===== src/hdl/vtal_pkg.sv =====
// Shared types, constants and fixed-point helpers for the vertex transform
// and lighting block. No dependencies.
package vtal_pkg;

	localparam int COEF_W        = 16;
	localparam int DATA_W        = 24;
	localparam int INT_W         = 16;
	localparam int REG_W         = 64;
	localparam int SHIN_W        = 8;
	localparam int ADDR_W        = 6;
	localparam int COEF_FRAC_DEF = 12;
	localparam int DATA_FRAC_DEF = 16;
	localparam logic [SHIN_W-1:0] SHIN_RESET = 8'd128;

	localparam logic signed [63:0] DATA_MAX64 = (64'sd1 <<< (DATA_W - 1)) - 64'sd1;
	localparam logic signed [63:0] DATA_MIN64 = -(64'sd1 <<< (DATA_W - 1));
	localparam logic signed [63:0] INT_MAX64  = (64'sd1 <<< INT_W) - 64'sd1;

	typedef enum logic [2:0] {
		REG_MVP0    = 3'd0,
		REG_MVP1    = 3'd1,
		REG_MVP2    = 3'd2,
		REG_MVP3    = 3'd3,
		REG_NRM0_KA = 3'd4,
		REG_NRM1_KD = 3'd5,
		REG_NRM2_KS = 3'd6,
		REG_SHIN    = 3'd7
	} reg_idx_t;

	typedef logic signed [COEF_W-1:0] coef_t;
	typedef logic signed [DATA_W-1:0] data_t;

	typedef struct packed {
		logic [3:0][REG_W-1:0] mvp;
		logic [2:0][REG_W-1:0] nrm;
		logic [SHIN_W-1:0]     shin;
	} cfg_t;

	typedef struct packed {
		data_t [3:0] clip;
		data_t       tex_u;
		data_t       tex_v;
	} pass_t;

	function automatic coef_t coef_of(logic [REG_W-1:0] r, int c);
		return coef_t'(r[COEF_W*c +: COEF_W]);
	endfunction

	function automatic logic signed [63:0] rnd_shift(logic signed [63:0] x, int s);
		return (x + (64'sd1 <<< (s - 1))) >>> s;
	endfunction

	function automatic data_t sat_data(logic signed [63:0] x);
		logic signed [63:0] y;
		y = (x > DATA_MAX64) ? DATA_MAX64 : ((x < DATA_MIN64) ? DATA_MIN64 : x);
		return data_t'(y[DATA_W-1:0]);
	endfunction

endpackage


===== src/hdl/vtal_cfg.sv =====
// Configuration registers behind the APB-style port.
// Depends on vtal_pkg.
module vtal_cfg (
	input  logic                         clk,
	input  logic                         arst_n,
	input  logic                         psel,
	input  logic                         penable,
	input  logic                         pwrite,
	input  logic [vtal_pkg::ADDR_W-1:0]  paddr,
	input  logic [vtal_pkg::REG_W-1:0]   pwdata,
	output logic [vtal_pkg::REG_W-1:0]   prdata,
	output logic                         pready,
	output vtal_pkg::cfg_t               cfg
);
	import vtal_pkg::*;

	logic [3:0][REG_W-1:0] mvp_q;
	logic [2:0][REG_W-1:0] nrm_q;
	logic [SHIN_W-1:0]     shin_q;
	reg_idx_t              idx;

	assign idx    = reg_idx_t'(paddr[ADDR_W-1:3]);
	assign pready = 1'b1;

	always_ff @(posedge clk or negedge arst_n) begin
		if (!arst_n) begin
			mvp_q  <= '0;
			nrm_q  <= '0;
			shin_q <= SHIN_RESET;
		end else if (psel && penable && pwrite) begin
			case (idx)
				REG_MVP0:    mvp_q[0] <= pwdata;
				REG_MVP1:    mvp_q[1] <= pwdata;
				REG_MVP2:    mvp_q[2] <= pwdata;
				REG_MVP3:    mvp_q[3] <= pwdata;
				REG_NRM0_KA: nrm_q[0] <= pwdata;
				REG_NRM1_KD: nrm_q[1] <= pwdata;
				REG_NRM2_KS: nrm_q[2] <= pwdata;
				REG_SHIN:    shin_q   <= pwdata[SHIN_W-1:0];
				default:     shin_q   <= shin_q;
			endcase
		end
	end

	always_comb begin
		case (idx)
			REG_MVP0:    prdata = mvp_q[0];
			REG_MVP1:    prdata = mvp_q[1];
			REG_MVP2:    prdata = mvp_q[2];
			REG_MVP3:    prdata = mvp_q[3];
			REG_NRM0_KA: prdata = nrm_q[0];
			REG_NRM1_KD: prdata = nrm_q[1];
			REG_NRM2_KS: prdata = nrm_q[2];
			REG_SHIN:    prdata = REG_W'(shin_q);
			default:     prdata = '0;
		endcase
	end

	assign cfg.mvp  = mvp_q;
	assign cfg.nrm  = nrm_q;
	assign cfg.shin = shin_q;

endmodule


===== config.mk =====
export PLATFORM = sky130hd
export DESIGN_NAME = vtal_cfg
export DESIGN_NICKNAME = d
export VERILOG_FILES = /design/src/hdl/vtal_pkg.sv /design/src/hdl/vtal_cfg.sv
export SDC_FILE = /design/constraint.sdc
export NUM_CORES = 1
export LEC_CHECK = 0
export BUFFER_PORTS_ARGS = -buffer_cell sky130_fd_sc_hd__clkbuf_2
export CAP_MARGIN = 20
export CORE_AREA = 4 4 228 230
export CTS_BUF_LIST = sky130_fd_sc_hd__clkbuf_8
export CTS_CLUSTER_SIZE = 14
export DETAILED_ROUTE_END_ITERATION = 10
export DIE_AREA = 0 0 232 234
export PLACE_DENSITY = 0.71
export SLEW_MARGIN = 20
export SYNTH_ARGS = -nofsm -noshare
export SYNTH_HDL_FRONTEND = slang
export SYNTH_SLANG_ARGS = --single-unit

===== constraint.sdc =====
create_clock -name clk -period 2.8 [get_ports clk]
set_clock_uncertainty 0.15 [all_clocks]
set_input_delay 0.56 -clock clk [delete_from_list [all_inputs] [get_ports clk]]
set_output_delay 0.56 -clock clk [all_outputs]
set_load 0.02 [all_outputs]

==> results.py <==
metrics = {
    "power_and_ir_drop": {
        "p_leak_nw": 13.5,
        "p_total_mw": 21.4,
        "clkPwrFrac_pct": 27.1,
        "power_frac_seq_pct": 42.4,
        "power.internal_mw": 13.7,
        "power.density_mw_per_mm2": 797,
        "pwr-share-comb_pct": 30.5,
        "ir_drop_mv": 0.571,
        "p_sw_share_pct": 36.1,
        "p_sw_mw": 7.74,
    },
    "job": {
        "maxCapViolations": 0,
    },
    "setup_path": {
        "cp_slowest_cell": "mux4_2",
        "critPathTopFamily": "multiplexers",
        "critPathMaxStageDelay_ns": 0.54,
        "cpMostUsedCell": "buf_8",
        "worstPathRequired_ns": 2.09,
        "crit_chain": "buf_8 -> buf_8 -> buf_16 -> mux4_2 -> mux2_2 -> clkbuf_2",
        "critPathKind": "in -> out",
        "start_kind": "input pin",
        "cp_max_fo": 52,
        "critPathBufInv": 4,
        "crit_path_end_kind": "output pin",
        "critPathArrivalTime_ns": 2.13,
    },
    "placed_design": {
        "place_inst": 2660,
        "dpl-instance-area_mm2": 0.0249,
        "port_buffers": 591,
        "place_congestion": 0.908,
        "place_hpwl_um": 48600,
    },
    "synthesis": {
        "syn-instance-count": 1426,
        "async_flop_share_pct": 100,
        "synth.distinct_cells": 35,
        "avgSynthCellArea_um2": 14.5,
        "ys_ff_latch": 456,
        "ys_seq_area_share_pct": 55.3,
        "synth_ff_type": "dfrtp_1",
        "netlist_area_mm2": 0.0206,
        "syn_nets": 1501,
        "synth_edf_count": 0,
        "ys.warnings.count": 0,
    },
    "detailed_routing": {
        "num_vias": 15500,
        "routed_wl_um": 71100,
        "antenna_left": 0,
        "drt_iter0_drc": 1179,
        "drc": 0,
        "drt-pass1-iter-count": 5,
        "wl_per_cell_um": 25.2,
        "routed_via_density": 5.49,
    },
    "cts": {
        "path_clk_slew_ns": 0.06,
        "cts_num_sinks": 456,
        "clockRootBuffer": "clkbuf_8",
        "cts_buffer_depth": 3,
        "htree_levels": 3,
        "cts_tree": "done",
        "cts_made_buffers": 79,
        "clock_latency_ns": 0.66,
    },
    "timing": {
        "min_period_ns": 2.84,
        "max_freq_ghz": 0.352,
        "whs_ns": 0.0721,
        "setup_tns_ns": -0.131,
        "final_max_slew_viol_count": 0,
        "fin_crit_sh_pct": 101,
        "setup_viol": 5,
        "fin_ws_ns": -0.0381,
        "finalHoldViolCount": 0,
        "slew_headroom_pct": 56.0,
        "tightest_slew_ns": 0.660,
        "rsz0062_at_grt": "true",
    },
    "grt": {
        "track_usage_pct": 25.5,
        "grt_pass1_wl_um": 105000,
        "antenna_found_initial": 2,
        "grt_pass1_vias": 16200,
        "grt.overflow.total": 0,
        "grt_max_degree": 70,
    },
    "finish": {
        "fin_cells": 2820,
        "nets": 2168,
        "drive_gt1_share_pct": 60.4,
        "fin_area_mm2": 0.0269,
        "area_delta_synth_final_pct": 30.2,
    },
    "outcome": {
        "violations": "negative setup slack",
        "status": "finished, violations left",
    },
    "floorplanning": {
        "coreArea_mm2": 0.0499,
        "die_w_um": 232,
        "pin_count": 596,
        "fp.dieH_um": 234,
        "start_util_pct": 41.4,
        "rows": 82,
        "die_area_mm2": 0.0543,
    },
    "worst_hold_path": {
        "hold_path.class": "in -> reg",
    },
}
-- power groups by stage --
stage	registers, mW	clock network, mW	logic (mW)
2_1_floorplan	10.5	0	2.27
3_3_place_gp	9.09	0	6.35
3_5_place_dp	9.17	0	6.43
4_1_cts	9.06	5.92	6.55
5_1_grt	9.23	6.24	6.93
6_report	9.08	5.81	6.53
-- final cells by class --
type | count | area, µm²
inverter | 18 | 70.1
timing repair buffer | 685 | 4350
sequential | 456 | 11400
antenna | 1 | 2.50
clock inverter | 45 | 245
tap | 672 | 841
fill | 4211 | 23000
clock buffer | 90 | 1240
multi-input combinational | 853 | 8710
-- through the flow --
stage | utilization, % | setup WS [ns]
2_1_floorplan | - | 0.120
3_3_place_gp | 49.9 | -0.317
3_5_place_dp | 49.9 | -0.302
4_1_cts | 53.7 | -0.0289
5_1_grt | 53.9 | -0.0589
6_report | 53.9 | -0.0381
-- flip-flops by register name, summed over array words and instances, names as in the netlist --
signal,count
cfg,448
shin_q,8
-- metal layers --
metal | track usage, % | up-vias | wire length (µm)
li1 | - | 6582 | -
met1 | 31.9 | 8050 | 28000
met2 | 42.8 | 720 | 35100
met3 | 7.98 | 133 | 5970
met4 | 7.86 | 2 | 2040
met5 | 0 | - | 14
-- layout by cell type (no fill, tap or decap), types with 17 or more instances in the layout --
cell type  instances
nor2_1            33
nand2_1           69
mux2_4            52
dfrtp_1          454
mux4_2            40
a22o_1            17
clkbuf_2         573
mux2_2           402
mux2i_1           61
o21ai_0           53
mux2_1            20
inv_1             52
buf_12            29
clkbuf_8          90
buf_4             57
a21oi_1           24
-- cells by family after synthesis --
group | after synthesis | synth area share [%]
buf+inv | 117 | 2.96
flops | 456 | 55.3
other cells | 1 | 0.0182
mux | 576 | 34.1
simple gates | 124 | 2.57
compound gates | 152 | 5.05
-- synthesized netlist by cell type (2+ instances only) --
cell type	count	share of area, %
dfrtp_1	455	55
mux2_2	404	22
nand2_1	69	1.3
mux2i_1	62	3.0
o21ai_0	53	1.3
mux2_4	50	3.6
buf_2	45	1.1
mux4_2	40	4.4
nor2_1	35	0.64
clkbuf_1	29	0.53
a21oi_1	27	0.65
mux2_1	20	1.1
buf_4	18	0.65
a22o_1	17	0.72
inv_1	17	0.31
a221o_1	16	0.78
a222oi_1	16	0.78
o22ai_1	8	0.24
o22a_1	7	0.30
a211oi_1	6	0.22
buf_6	6	0.33
nor2_2	5	0.15
nor2b_1	4	0.12
nand2b_1	3	0.091
a221oi_1	2	0.085
nor3_1	2	0.048
or3_1	2	0.061
-- what timing repair did --
action	4_1_cts	5_1_grt
hold endpoints to repair	49	0
resized for setup	27	30
hold buffers	4	0
cloned	5	0
buffers inserted	10	7
endpoints found under the setup margin	53	29
pin swaps	13	15
-- path summary, 6_finish.rpt --
path / from / endpoint / slack [ns] / cells past startpoint
min: pwdata[35] / cfg[235]$_DFFE_PN0P_ / 0.07 / 2
max: paddr[3] / prdata[16] / -0.04 / 6
min in group asynchronous: arst_n / cfg[62]$_DFFE_PN0P_ / 0.24 / 2
max in group asynchronous: arst_n / cfg[367]$_DFFE_PN0P_ / 1.27 / 4
max reg2reg: cfg[100]$_DFFE_PN0P_ / cfg[100]$_DFFE_PN0P_ / 1.73 / 2
min reg2reg: cfg[234]$_DFFE_PN0P_ / cfg[234]$_DFFE_PN0P_ / 0.37 / 1
Note: power is estimated with default switching activity, not from simulation.
